--- src/pud_pkg.sv ---
// Shared types, constants and helper functions for the percent/UTF-8 decoder.
// Used by the front, queue and back modules and by the top level.
// Has no dependencies.
`default_nettype none

package pud_pkg;

  localparam int unsigned CharW = 8;
  localparam int unsigned UnitW = 16;
  localparam int unsigned NibW  = 4;

  localparam logic [CharW-1:0] MarkerReset = 8'd37;

  // Two entries let the front keep accepting one word per cycle while the
  // back drains the queue at the same rate.
  localparam int unsigned QueueDepth = 2;
  localparam int unsigned QueuePtrW  = $clog2(QueueDepth);
  localparam int unsigned QueueCntW  = $clog2(QueueDepth + 1);

  typedef enum logic [1:0] {
    PH_IDLE = 2'd0,
    PH_HIGH = 2'd1,
    PH_LOW  = 2'd2,
    PH_MARK = 2'd3
  } phase_t;

  typedef struct packed {
    logic             ok;
    logic [NibW-1:0]  val;
  } hex_t;

  // One classified character as it waits between front and back.
  typedef struct packed {
    logic [CharW-1:0] ch;
    logic             is_marker;
    logic             hex_ok;
    logic [NibW-1:0]  hex_val;
    logic             eom;
  } entry_t;

  function automatic hex_t hex_decode(input logic [CharW-1:0] c);
    hex_t r;
    r.ok  = 1'b1;
    r.val = '0;
    if (c >= 8'h30 && c <= 8'h39) begin
      r.val = NibW'(c - 8'h30);
    end else if (c >= 8'h61 && c <= 8'h66) begin
      r.val = NibW'(c - 8'h57);
    end else if (c >= 8'h41 && c <= 8'h46) begin
      r.val = NibW'(c - 8'h37);
    end else begin
      r.ok = 1'b0;
    end
    return r;
  endfunction

endpackage

`default_nettype wire

--- src/pud_if.sv ---
// Valid/ready channel interfaces for the decoder's input and result words.
// Depends on pud_pkg for field widths.
`default_nettype none

interface pud_in_if;
  logic                      valid;
  logic                      ready;
  logic [pud_pkg::CharW-1:0] char_in;
  logic                      end_of_message;

  modport source (output valid, output char_in, output end_of_message, input ready);
  modport sink   (input valid, input char_in, input end_of_message, output ready);
endinterface

interface pud_out_if;
  logic                      valid;
  logic                      ready;
  logic [pud_pkg::UnitW-1:0] code_unit;
  logic                      error;
  logic                      last;

  modport source (output valid, output code_unit, output error, output last, input ready);
  modport sink   (input valid, input code_unit, input error, input last, output ready);
endinterface

`default_nettype wire

--- src/pud_front.sv ---
// Front end: holds the marker register, accepts input words and classifies
// each character (marker match, hex digit value). Depends on pud_pkg, pud_if.
`default_nettype none

module pud_front (
  input  wire logic                      clk,
  input  wire logic                      rst_n,
  input  wire logic                      cfg_we,
  input  wire logic [pud_pkg::CharW-1:0] cfg_wdata,
  pud_in_if.sink                         in_ch,
  input  wire logic                      q_full,
  output      logic                      push,
  output      pud_pkg::entry_t           push_entry
);

  logic [pud_pkg::CharW-1:0] marker_r;
  pud_pkg::hex_t             hex;

  always_ff @(posedge clk) begin
    if (!rst_n) begin
      marker_r <= pud_pkg::MarkerReset;
    end else if (cfg_we) begin
      marker_r <= cfg_wdata;
    end
  end

  always_comb begin
    hex                  = pud_pkg::hex_decode(in_ch.char_in);
    in_ch.ready          = !q_full;
    push                 = in_ch.valid && !q_full;
    push_entry.ch        = in_ch.char_in;
    push_entry.is_marker = (in_ch.char_in == marker_r);
    push_entry.hex_ok    = hex.ok;
    push_entry.hex_val   = hex.val;
    push_entry.eom       = in_ch.end_of_message;
  end

endmodule

`default_nettype wire

--- src/pud_queue.sv ---
// Short queue of classified characters between the front and the back.
// Depends on pud_pkg for the entry type and depth.
`default_nettype none

module pud_queue (
  input  wire logic            clk,
  input  wire logic            rst_n,
  input  wire logic            push,
  input  wire pud_pkg::entry_t push_entry,
  input  wire logic            pop,
  output      logic            full,
  output      logic            q_valid,
  output      pud_pkg::entry_t head
);

  localparam int unsigned Depth = pud_pkg::QueueDepth;
  localparam int unsigned PtrW  = pud_pkg::QueuePtrW;
  localparam int unsigned CntW  = pud_pkg::QueueCntW;

  pud_pkg::entry_t mem_r [Depth];
  logic [PtrW-1:0] wptr_r, wptr_nxt;
  logic [PtrW-1:0] rptr_r, rptr_nxt;
  logic [CntW-1:0] cnt_r, cnt_nxt;
  logic            do_pop;

  always_comb begin
    full     = (cnt_r == CntW'(Depth));
    q_valid  = (cnt_r != '0);
    head     = mem_r[rptr_r];
    do_pop   = pop && q_valid;
    wptr_nxt = wptr_r;
    rptr_nxt = rptr_r;
    if (push) begin
      wptr_nxt = (wptr_r == PtrW'(Depth - 1)) ? '0 : wptr_r + 1'b1;
    end
    if (do_pop) begin
      rptr_nxt = (rptr_r == PtrW'(Depth - 1)) ? '0 : rptr_r + 1'b1;
    end
    cnt_nxt = cnt_r + CntW'(push) - CntW'(do_pop);
  end

  always_ff @(posedge clk) begin
    if (!rst_n) begin
      wptr_r <= '0;
      rptr_r <= '0;
      cnt_r  <= '0;
    end else begin
      wptr_r <= wptr_nxt;
      rptr_r <= rptr_nxt;
      cnt_r  <= cnt_nxt;
    end
  end

  always_ff @(posedge clk) begin
    if (push) begin
      mem_r[wptr_r] <= push_entry;
    end
  end

endmodule

`default_nettype wire

--- src/pud_back.sv ---
// Back end: runs the escape and UTF-8 assembly state machine on queued
// characters and holds the result word register. Depends on pud_pkg, pud_if.
`default_nettype none

module pud_back (
  input  wire logic            clk,
  input  wire logic            rst_n,
  input  wire logic            q_valid,
  input  wire pud_pkg::entry_t head,
  output      logic            pop,
  pud_out_if.source            out_ch
);

  pud_pkg::phase_t             phase_r, phase_nxt;
  logic [pud_pkg::NibW-1:0]    hi_r, hi_nxt;
  logic [pud_pkg::UnitW-1:0]   acc_r, acc_nxt;
  logic [1:0]                  rem_r, rem_nxt;
  logic                        err_r, err_nxt;

  logic                        out_valid_r, out_valid_nxt;
  logic [pud_pkg::UnitW-1:0]   out_unit_r, out_unit_nxt;
  logic                        out_error_r, out_error_nxt;
  logic                        out_last_r, out_last_nxt;

  logic                        take;
  logic                        have;
  logic                        bad_end;
  logic [pud_pkg::UnitW-1:0]   unit;
  logic [pud_pkg::CharW-1:0]   byte_val;

  always_comb begin
    take          = !out_valid_r || out_ch.ready;
    pop           = q_valid && take;
    byte_val      = {hi_r, head.hex_val};

    phase_nxt     = phase_r;
    hi_nxt        = hi_r;
    acc_nxt       = acc_r;
    rem_nxt       = rem_r;
    err_nxt       = err_r;
    have          = 1'b0;
    unit          = '0;
    bad_end       = 1'b0;

    out_valid_nxt = out_valid_r && !out_ch.ready;
    out_unit_nxt  = out_unit_r;
    out_error_nxt = out_error_r;
    out_last_nxt  = out_last_r;

    if (pop) begin
      if (!err_r) begin
        case (phase_r)
          pud_pkg::PH_IDLE: begin
            if (head.is_marker) begin
              phase_nxt = pud_pkg::PH_HIGH;
            end else begin
              have = 1'b1;
              unit = {8'h00, head.ch};
            end
          end
          pud_pkg::PH_MARK: begin
            if (head.is_marker) begin
              phase_nxt = pud_pkg::PH_HIGH;
            end else begin
              err_nxt = 1'b1;
            end
          end
          pud_pkg::PH_HIGH: begin
            if (!head.hex_ok) begin
              err_nxt = 1'b1;
            end else begin
              hi_nxt    = head.hex_val;
              phase_nxt = pud_pkg::PH_LOW;
            end
          end
          pud_pkg::PH_LOW: begin
            if (!head.hex_ok) begin
              err_nxt = 1'b1;
            end else if (rem_r != 2'd0) begin
              // A continuation byte must look like 10xxxxxx.
              if (byte_val[7:6] != 2'b10) begin
                err_nxt = 1'b1;
              end else begin
                acc_nxt = {acc_r[9:0], byte_val[5:0]};
                rem_nxt = rem_r - 2'd1;
                if (rem_r == 2'd1) begin
                  have      = 1'b1;
                  unit      = acc_nxt;
                  phase_nxt = pud_pkg::PH_IDLE;
                end else begin
                  phase_nxt = pud_pkg::PH_MARK;
                end
              end
            end else if (!byte_val[7]) begin
              have      = 1'b1;
              unit      = {8'h00, byte_val};
              phase_nxt = pud_pkg::PH_IDLE;
            end else if (byte_val[7:5] == 3'b110) begin
              acc_nxt   = {11'd0, byte_val[4:0]};
              rem_nxt   = 2'd1;
              phase_nxt = pud_pkg::PH_MARK;
            end else if (byte_val[7:4] == 4'b1110) begin
              acc_nxt   = {12'd0, byte_val[3:0]};
              rem_nxt   = 2'd2;
              phase_nxt = pud_pkg::PH_MARK;
            end else begin
              err_nxt = 1'b1;
            end
          end
          default: begin
            err_nxt = 1'b1;
          end
        endcase
      end

      if (head.eom) begin
        // The closing word reports any fault, including an unfinished escape.
        bad_end       = err_nxt || (phase_nxt != pud_pkg::PH_IDLE) || !have;
        out_valid_nxt = 1'b1;
        out_unit_nxt  = bad_end ? '0 : unit;
        out_error_nxt = bad_end;
        out_last_nxt  = 1'b1;
        phase_nxt     = pud_pkg::PH_IDLE;
        hi_nxt        = '0;
        acc_nxt       = '0;
        rem_nxt       = 2'd0;
        err_nxt       = 1'b0;
      end else if (have && !err_nxt) begin
        out_valid_nxt = 1'b1;
        out_unit_nxt  = unit;
        out_error_nxt = 1'b0;
        out_last_nxt  = 1'b0;
      end
    end

    out_ch.valid     = out_valid_r;
    out_ch.code_unit = out_unit_r;
    out_ch.error     = out_error_r;
    out_ch.last      = out_last_r;
  end

  always_ff @(posedge clk) begin
    if (!rst_n) begin
      phase_r     <= pud_pkg::PH_IDLE;
      hi_r        <= '0;
      acc_r       <= '0;
      rem_r       <= 2'd0;
      err_r       <= 1'b0;
      out_valid_r <= 1'b0;
    end else begin
      phase_r     <= phase_nxt;
      hi_r        <= hi_nxt;
      acc_r       <= acc_nxt;
      rem_r       <= rem_nxt;
      err_r       <= err_nxt;
      out_valid_r <= out_valid_nxt;
    end
  end

  always_ff @(posedge clk) begin
    out_unit_r  <= out_unit_nxt;
    out_error_r <= out_error_nxt;
    out_last_r  <= out_last_nxt;
  end

endmodule

`default_nettype wire

--- src/percent_utf8_decoder_core.sv ---
// Path: an accepted word waits in the queue, then the back end registers its
// result word; words that open or continue an escape give none unless they
// end the message. Throughput: one word per cycle while results are not
// stalled, set by the back end's state machine; the two-entry queue absorbs
// result backpressure. Reset: synchronous, active low; the marker returns to
// '%' and all message state, the queue and the result valid flag are cleared.
`default_nettype none

module percent_utf8_decoder_core (
  input  wire logic                      clk,
  input  wire logic                      rst_n,
  input  wire logic                      cfg_we,
  input  wire logic [pud_pkg::CharW-1:0] cfg_wdata,
  pud_in_if.sink                         in_ch,
  pud_out_if.source                      out_ch
);

  logic            push;
  logic            pop;
  logic            q_full;
  logic            q_valid;
  pud_pkg::entry_t push_entry;
  pud_pkg::entry_t head;

  pud_front u_front (
    .clk        (clk),
    .rst_n      (rst_n),
    .cfg_we     (cfg_we),
    .cfg_wdata  (cfg_wdata),
    .in_ch      (in_ch),
    .q_full     (q_full),
    .push       (push),
    .push_entry (push_entry)
  );

  pud_queue u_queue (
    .clk        (clk),
    .rst_n      (rst_n),
    .push       (push),
    .push_entry (push_entry),
    .pop        (pop),
    .full       (q_full),
    .q_valid    (q_valid),
    .head       (head)
  );

  pud_back u_back (
    .clk     (clk),
    .rst_n   (rst_n),
    .q_valid (q_valid),
    .head    (head),
    .pop     (pop),
    .out_ch  (out_ch)
  );

endmodule

`default_nettype wire

--- src/flat_wrapper.sv ---
// flat-port wrapper written by rule: the top's interface ports become plain ports
module percent_utf8_decoder_core_flat 
  (clk, rst_n, cfg_we, cfg_wdata, in_ch_valid, in_ch_char_in, in_ch_end_of_message, in_ch_ready, out_ch_valid, out_ch_code_unit, out_ch_error, out_ch_last, out_ch_ready);
  pud_in_if in_ch_i ();
  pud_out_if out_ch_i ();
  input  wire logic clk;
  input  wire logic rst_n;
  input  wire logic cfg_we;
  input  wire logic [pud_pkg::CharW-1:0] cfg_wdata;
  input wire logic [$bits(in_ch_i.valid)-1:0] in_ch_valid;
  input wire logic [$bits(in_ch_i.char_in)-1:0] in_ch_char_in;
  input wire logic [$bits(in_ch_i.end_of_message)-1:0] in_ch_end_of_message;
  output wire logic [$bits(in_ch_i.ready)-1:0] in_ch_ready;
  output wire logic [$bits(out_ch_i.valid)-1:0] out_ch_valid;
  output wire logic [$bits(out_ch_i.code_unit)-1:0] out_ch_code_unit;
  output wire logic [$bits(out_ch_i.error)-1:0] out_ch_error;
  output wire logic [$bits(out_ch_i.last)-1:0] out_ch_last;
  input wire logic [$bits(out_ch_i.ready)-1:0] out_ch_ready;
  assign in_ch_i.valid = in_ch_valid;
  assign in_ch_i.char_in = in_ch_char_in;
  assign in_ch_i.end_of_message = in_ch_end_of_message;
  assign in_ch_ready = in_ch_i.ready;
  assign out_ch_valid = out_ch_i.valid;
  assign out_ch_code_unit = out_ch_i.code_unit;
  assign out_ch_error = out_ch_i.error;
  assign out_ch_last = out_ch_i.last;
  assign out_ch_i.ready = out_ch_ready;
  percent_utf8_decoder_core u_core (.clk(clk), .rst_n(rst_n), .cfg_we(cfg_we), .cfg_wdata(cfg_wdata), .in_ch(in_ch_i), .out_ch(out_ch_i));
endmodule
--- config.mk ---
export PLATFORM = sky130hd
export DESIGN_NAME = percent_utf8_decoder_core_flat
export DESIGN_NICKNAME = d
export VERILOG_FILES = /design/src/pud_pkg.sv /design/src/pud_if.sv /design/src/pud_front.sv /design/src/pud_queue.sv /design/src/pud_back.sv /design/src/percent_utf8_decoder_core.sv /design/src/flat_wrapper.sv
export SDC_FILE = /design/constraint.sdc
export NUM_CORES = 1
export LEC_CHECK = 0
export ABC_AREA = 0
export ABC_CLOCK_PERIOD_IN_PS = 6200
export BUFFER_PORTS_ARGS = -buffer_cell sky130_fd_sc_hd__buf_2
export CAP_MARGIN = 20
export CORE_MARGIN = 4
export CORE_UTILIZATION = 31
export CTS_BUF_LIST = sky130_fd_sc_hd__clkbuf_8
export DETAILED_ROUTE_END_ITERATION = 6
export GPL_TIMING_DRIVEN = 0
export SYNTH_ARGS = -nofsm -noshare
export SYNTH_HDL_FRONTEND = slang
export SYNTH_HIERARCHICAL = 1
export SYNTH_SLANG_ARGS = --single-unit
--- constraint.sdc ---
create_clock -name clk -period 6.2 [get_ports clk]
set_clock_uncertainty 0.1 [all_clocks]
set_input_delay 0.62 -clock clk [delete_from_list [all_inputs] [get_ports clk]]
set_output_delay 0.62 -clock clk [all_outputs]
set_load 0.005 [all_outputs]
==> results of run 1 <==
stage by stage:
stage	std cells	worst slack, ns	instance area [um2]
6_report	592	3.070	4780
5_1_grt	592	2.850	4780
4_1_cts	592	3.085	4780
3_5_place_dp	576	3.093	4553
3_3_place_gp	575	2.697	4543
2_1_floorplan	364	3.375	4133
layout by cell type, fill, tap and decap left out, drive strengths merged, types with 2 or more instances in the layout:
cell	synthesis	routed
a31oi	2	2
inv	13	15
clkbuf	9	19
o211a	2	2
dfxtp	33	33
o21a	5	5
o211ai	10	10
bufinv	0	2
mux2i	14	14
or2	4	4
a21oi	8	8
buf	17	57
a21boi	6	6
a32o	2	2
nand2	31	31
and3	3	3
and2	4	4
xnor2	8	8
edfxtp	48	48
o41ai	4	4
nor2	13	13
or3	2	2
a22o	7	7
nor2b	24	24
a21o	2	2
clkinv	0	2
o221ai	2	2
ha	9	9
o21ai	29	29
nand4	9	9
nand2b	5	5
nand3	7	7
mux2	15	15
power by group through the flow:
stage | clock (mW) | sequential, mW | combinational [mW]
floorplan | 0 | 0.763 | 0.406
global placement | 0 | 0.757 | 0.586
detailed placement | 0 | 0.760 | 0.599
CTS | 0.449 | 0.748 | 0.601
global route | 0.474 | 0.757 | 0.656
finish | 0.434 | 0.746 | 0.595
layer usage:
layer	up-vias	wire length [um]	track usage
met5	-	0	0
met4	0	84	0.03599
met3	6	435	0.03248
li1	1427	-	-
met1	1383	3826	0.1492
met2	63	4177	0.1944
worst max path at each step:
stage | startpoint | end | slack (ns)
after CTS | flop | u_core/u_back/out_ch.code_unit[7]$_DFFE_PP_ | 3.08
after global placement | flop | u_core/u_back/out_ch.code_unit[14]$_DFFE_PP_ | 2.70
after floorplan | flop | u_core/u_back/out_ch.code_unit[0]$_DFFE_PP_ | 3.37
after detailed placement | flop | u_core/u_back/out_ch.code_unit[14]$_DFFE_PP_ | 3.09
final | flop | u_core/u_back/out_ch.code_unit[14]$_DFFE_PP_ | 3.07
after global routing | flop | u_core/u_back/out_ch.code_unit[7]$_DFFE_PP_ | 2.85
synth_stat cells, types with 2 or more instances:
cell type and instances:
dfxtp_1 33, o211a_1 2, a31oi_1 2, nor2b_1 24, o21ai_1 12, nand2_1 31, inv_1 13, nor2_1 13
edfxtp_1 48, a22o_1 7, o41ai_2 2, o211ai_1 9, nand3_1 7, and2_1 4, buf_2 2, or3_1 2
a21boi_0 2, and3_1 3, o21ai_0 17, a32o_1 2, mux2_1 5, nand4_1 9, o21a_1 4, buf_4 12
xnor2_1 8, clkbuf_1 9, mux2_4 10, a21oi_1 7, or2_1 3, nand2b_1 5, ha_1 9, mux2i_1 14
buf_6 3, a21boi_1 3
state kept, by name (all words and copies together) (netlist names), 2 cells and up, named ones only:
signal and count:
u_core/u_back/rem_r 2, u_core/u_back/hi_r 4, u_core/u_queue/cnt_r 2, u_core/u_back/acc_r 10, u_core/u_back/out_ch.code_unit 16, u_core/u_queue/mem_r 30, u_core/u_back/phase_r 2, u_core/u_front/marker_r 8
cells by family after synthesis:
logic type	count (synthesis)
adder cells (fa/ha/maj)	9
buffers and inverters	39
AND/OR/NAND/NOR	111
flip-flops	81
AO/OA/AOI/OAI	86
XOR/XNOR	9
multiplexers	29
final cells by class:
type                       instances  share of cell area
buffer                            26             0.03508
clock buffer                      10             0.02880
clock inverter                     6             0.01859
inverter                          13             0.01021
multi-input combinational        244              0.3801
sequential                        81              0.4398
tap                              172             0.04503
timing repair buffer              40             0.04241
==> flow_summary.yaml, run 1 <==
run_status:
  status: "complete, no violations"
grt:
  antenna_found_initial: 0
  grt_overflow_total: 0
  grt_pass1_vias: 2719
  grt_pass1_wl_um: 13750
  grt_max_degree: 19
  track_usage: 0.1174
logic_synthesis:
  async_flop_share: 0
  synth_xor_area_frac: 0.02240
  yosys.area_share.adder: 0.02725
  synthesis.nets: 395
  syn_inst: 364
  synth.cell_area_um2: 4133
  synth_compound_area_frac: 0.1602
  yosysTopAreaCell: "edfxtp_1"
  ys.flop_type: "edfxtp_1"
  synth_top_family_by_area: "compound AO/OA/AOI/OAI gates"
  ys_warn_count: 6
  yosysUniqueCellTypes: 62
  muxShareOfSynthArea: 0.08386
  yosys.area.top_type_share: 0.3488
  ys_ff_latch: 81
  synth-simple-area-share: 0.1453
  yosysSeqAreaShare: 0.5086
  syn_avg_cell_area_um2: 11.35
  synth-edff-count: 48
  synth_area_leaders: "edfxtp_1 35%, dfxtp_1 16%, mux2_4 3.6%"
clock_network:
  cts_root_buffer: "clkbuf_8"
  htree_levels: 3
  cts_resized: 0
  cts_buffer_depth: 2
  cts_sinks: 81
  post-cts-setup-buffers: 0
  cts_tree: "yes"
  worstSkewPairLatency_ns: 0.35
  cts_buffers: 9
  ctsHoldBuffers: 0
  clkTransAtPathRegs_ns: 0.08
timing:
  fin_crit_sh: 0.5048
  hold_violations: 0
  rsz0062_at_grt: "false"
  relSlewSlack: 0.4276
  tns_ns: 0
  setup_viol: 0
  period_needed_ns: 3.130
  drv_slew: 0
  worst_pin_slew_ns: 0.8547
  hold_ws_ns: 0.3520
  max_freq_mhz: 319.5
worst_hold_path:
  min_path_cells: 1
  worstHoldStart: "in_ch_end_of_message"
  whs_endpoint: "u_core/u_queue/mem_r[0][0]$_DFFE_PP_"
  hold_class: "primary input to flop"
routing:
  ant_nets: 0
  vias_per_cell: 4.863
  wirelength_um: 8523
  route.detailed.drc: 0
  drtIter0Drc: 174
  num_vias: 2879
  dr.pass1.iters: 4
  routedWlPerCell_um: 14.40
placed_design:
  port_buffers: 39
  gp_congestion: 0.8938
  hpwlAfterDp_um: 6296
power:
  p_total_mw: 1.776
  ir_worst_vdd_uv: 137.7
  seqPwrFrac: 0.420
  sw_frac_of_total: 0.3188
  p_int_mw: 1.209
  p_per_area_nw_per_um2: 371.5
  combPwrFrac: 0.335
  p_sw_mw: 0.5661
  total_leakage_power_nw: 1.831
  clkPwrFrac: 0.245
setup_path:
  endpoint_kind: "flop"
  worst-path-stages: 8
  critical_path_class: "flop to flop"
  crit_top_cell: "nor2_1"
  crit_buf_inv: 3
  required_ns: 6.16
  critPathMaxFanout: 12
  cpLargestDelayFamily: "simple AND/OR/NAND/NOR gates"
  cp_slowest_cell: "nor2_1"
  path_cells: "buf_6, mux2_1, nor2_1, o211a_1, buf_4, nor2_1, nor2_1, buf_4"
  critPathMaxStageDelay_ns: 0.58
  rr_worst_depth: 8
  rrSetupSlack_ns: 3.07
  r2r-end: "u_core/u_back/out_ch.code_unit[14]$_DFFE_PP_"
  crit_arrival_ns: 3.09
  start_kind: "flop"
cells_and_area:
  final_nets: 446
  seq_area_um2: 2102
  layout-drive-gt1-share: 0.2333
  layout-area-overhead-vs-synth_pct: 15.65
  fin_util: 0.3727
  multi_input_area_um2: 1817
  fill_cells: 1266
  n_antenna_cell: 0
floorplan:
  rows: 41
  die_y_um: 123.5
  dieArea_um2: 15240
  initial_core_util: 0.3222
  ios: 42
  coreArea_um2: 12820
  die_w_um: 123.5
run:
  maxCapViolCount: 0
No activity file was read; power rests on OpenSTA's default activity.
==> run 2, diff against run 1 <==
Settings changed: ABC_CLOCK_PERIOD_IN_PS 6200 to 2770.
Clock period 6.2 ns to 2.77 ns, I/O delays scaled along.
==> run 2 against run 1 <==
  * Cell area hardly changed
  * Critical path depth is 2 higher
  * Via count grew 0.14%
  * Wire length decreased by 0.26%
  * Total power grew 120%
  * Clock-buffer cell count shrank 1
  * Hold slack got worse by 0.32 ns
  * Critical path type unchanged
==> flow_summary.yaml, run 2 (synthesis results as in run 1) <==
run_status:
  status: "complete, no violations"
timing:
  setup_ws_ns: 0.1677
  relSlewSlack: 0.5318
  drv_slew: 0
  tns_ns: 0
  setup_viol: 0
  fin_crit_sh: 0.9395
  period_needed_ns: 2.602
  worst_pin_slew_ns: 0.7023
  max_freq_mhz: 384.3
  hold_violations: 0
clock_network:
  cts_tree: "yes"
  cts_buffers: 9
  cts_buffer_depth: 2
  cts_sinks: 81
  worstSkewPairLatency_ns: 0.36
  clkTransAtPathRegs_ns: 0.09
  cts_root_buffer: "clkbuf_8"
  htree_levels: 3
power:
  total_leakage_power_nw: 1.825
  ir_worst_vdd_uv: 330.1
  p_per_area_nw_per_um2: 809.3
grt:
  antenna_found_initial: 0
  grt_overflow_total: 0
  grt_pass1_wl_um: 13780
  grt_max_degree: 19
  track_usage: 0.1183
  grt_pass1_vias: 2781
cells_and_area:
  largest_reg_flops: 30
  n_antenna_cell: 0
  layout-drive-gt1-share: 0.2322
  final_nets: 448
  regMostFlops: "u_core/u_queue/mem_r"
  layout-area-overhead-vs-synth_pct: 15.62
  mostFrequentLayoutCell: "edfxtp_1"
  mostFrequentLayoutCells: "48 x edfxtp_1, 41 x buf_2, 33 x dfxtp_1"
setup_path:
  path_cells: "buf_6, buf_6, mux2_4, nand2_1, a21oi_2, o211a_1, buf_4, nor2_1, nor2_4, buf_12"
  required_ns: 2.74
  r2r-end: "u_core/u_back/out_ch.code_unit[15]$_DFFE_PP_"
  critPathMaxFanout: 18
  crit_arrival_ns: 2.57
  critPathMaxStageDelay_ns: 0.37
  critical_path_class: "flop to flop"
  rr_worst_depth: 10
  cp_slowest_cell: "a21oi_2"
  rrSetupSlack_ns: 0.17
  endpoint_kind: "flop"
  crit_top_cell: "buf_6"
  start_kind: "flop"
routing:
  wirelength_um: 8501
  routedWlPerCell_um: 14.31
  ant_nets: 0
  num_vias: 2883
  vias_per_cell: 4.854
  route.detailed.drc: 0
  drtIter0Drc: 213
  dr.pass1.iters: 4
floorplan:
  die_y_um: 123.5
  die_w_um: 123.5
  rows: 41
  ios: 42
  dieArea_um2: 15240
  coreArea_um2: 12820
  initial_core_util: 0.3222
placed_design:
  port_buffers: 39
  pre_cts_ws_ns: -0.3448
  gp_congestion: 0.8852
  hpwlAfterDp_um: 6291
run:
  maxCapViolCount: 0
worst_hold_path:
  whs_endpoint: "u_core/u_front/marker_r[2]$_SDFFE_PN1P_"
  worstHoldStart: "cfg_wdata[2]"
  hold_class: "primary input to flop"
  min_path_cells: 3
[run 2: area by class of cell]
type	instances	area, um2
Inverter	13	48.80
Multi-Input combinational cell	244	1824
Clock inverter	7	63.81
Fill cell	1302	8046
Buffer	26	167.7
Sequential cell	81	2102
Clock buffer	9	123.9
Tap cell	172	215.2
Timing Repair Buffer	42	232.7
[run 2: worst max-delay path by stage]
stage                     slack [ns]                                            to
after floorplan                 0.23   u_core/u_back/out_ch.code_unit[0]$_DFFE_PP_
after global placement         -0.32  u_core/u_back/out_ch.code_unit[14]$_DFFE_PP_
after detailed placement       -0.34  u_core/u_back/out_ch.code_unit[14]$_DFFE_PP_
after CTS                     0.0004   u_core/u_back/out_ch.code_unit[1]$_DFFE_PP_
after global routing          -0.005   u_core/u_back/out_ch.code_unit[1]$_DFFE_PP_
final                           0.17  u_core/u_back/out_ch.code_unit[15]$_DFFE_PP_
[run 2: timing repair]
action | 4_1_cts | 5_1_grt
buffers inserted | 0 | 1
endpoints found under the setup margin | 18 | 18
hold endpoints to repair | 2 | 0
hold buffers | 1 | 0
pin swaps | 0 | 1
resized for setup | 2 | 0
[run 2: per-stage QoR]
step	cell area [um2]	instances	util	power, mW	hold slack (ns)
after floorplan	4135	364	-	2.620	0.2389
after global placement	4546	575	0.3544	3.010	0.3457
after detailed placement	4553	576	0.3550	3.033	0.3503
after CTS	4758	593	0.3710	3.880	0.01669
after global routing	4778	594	0.3726	4.103	0.04247
final	4778	594	0.3726	3.867	0.03610
[run 2: layer usage]
metal	vias up	track usage	wire length (um)
met2	87	0.1896	4040
met4	0	0.04775	162
met1	1344	0.1501	3778
met5	-	0	0
met3	14	0.03431	520
li1	1438	-	-
[run 2: where the power goes]
group          switching (mW)  internal [mW]
clock                   0.423          0.408
combinational           0.750          0.616
sequential             0.0849           1.58
total                    1.26           2.61
[run 2: worst max-delay path: cells and delay by family (launching register included)]
kind	cells	cell delay, ns
and+or+nand+nor	3	0.40
AOI/OAI and AO/OA	2	0.58
DFF	1	0.35
muxes	1	0.23
buffers and inverters	4	0.64
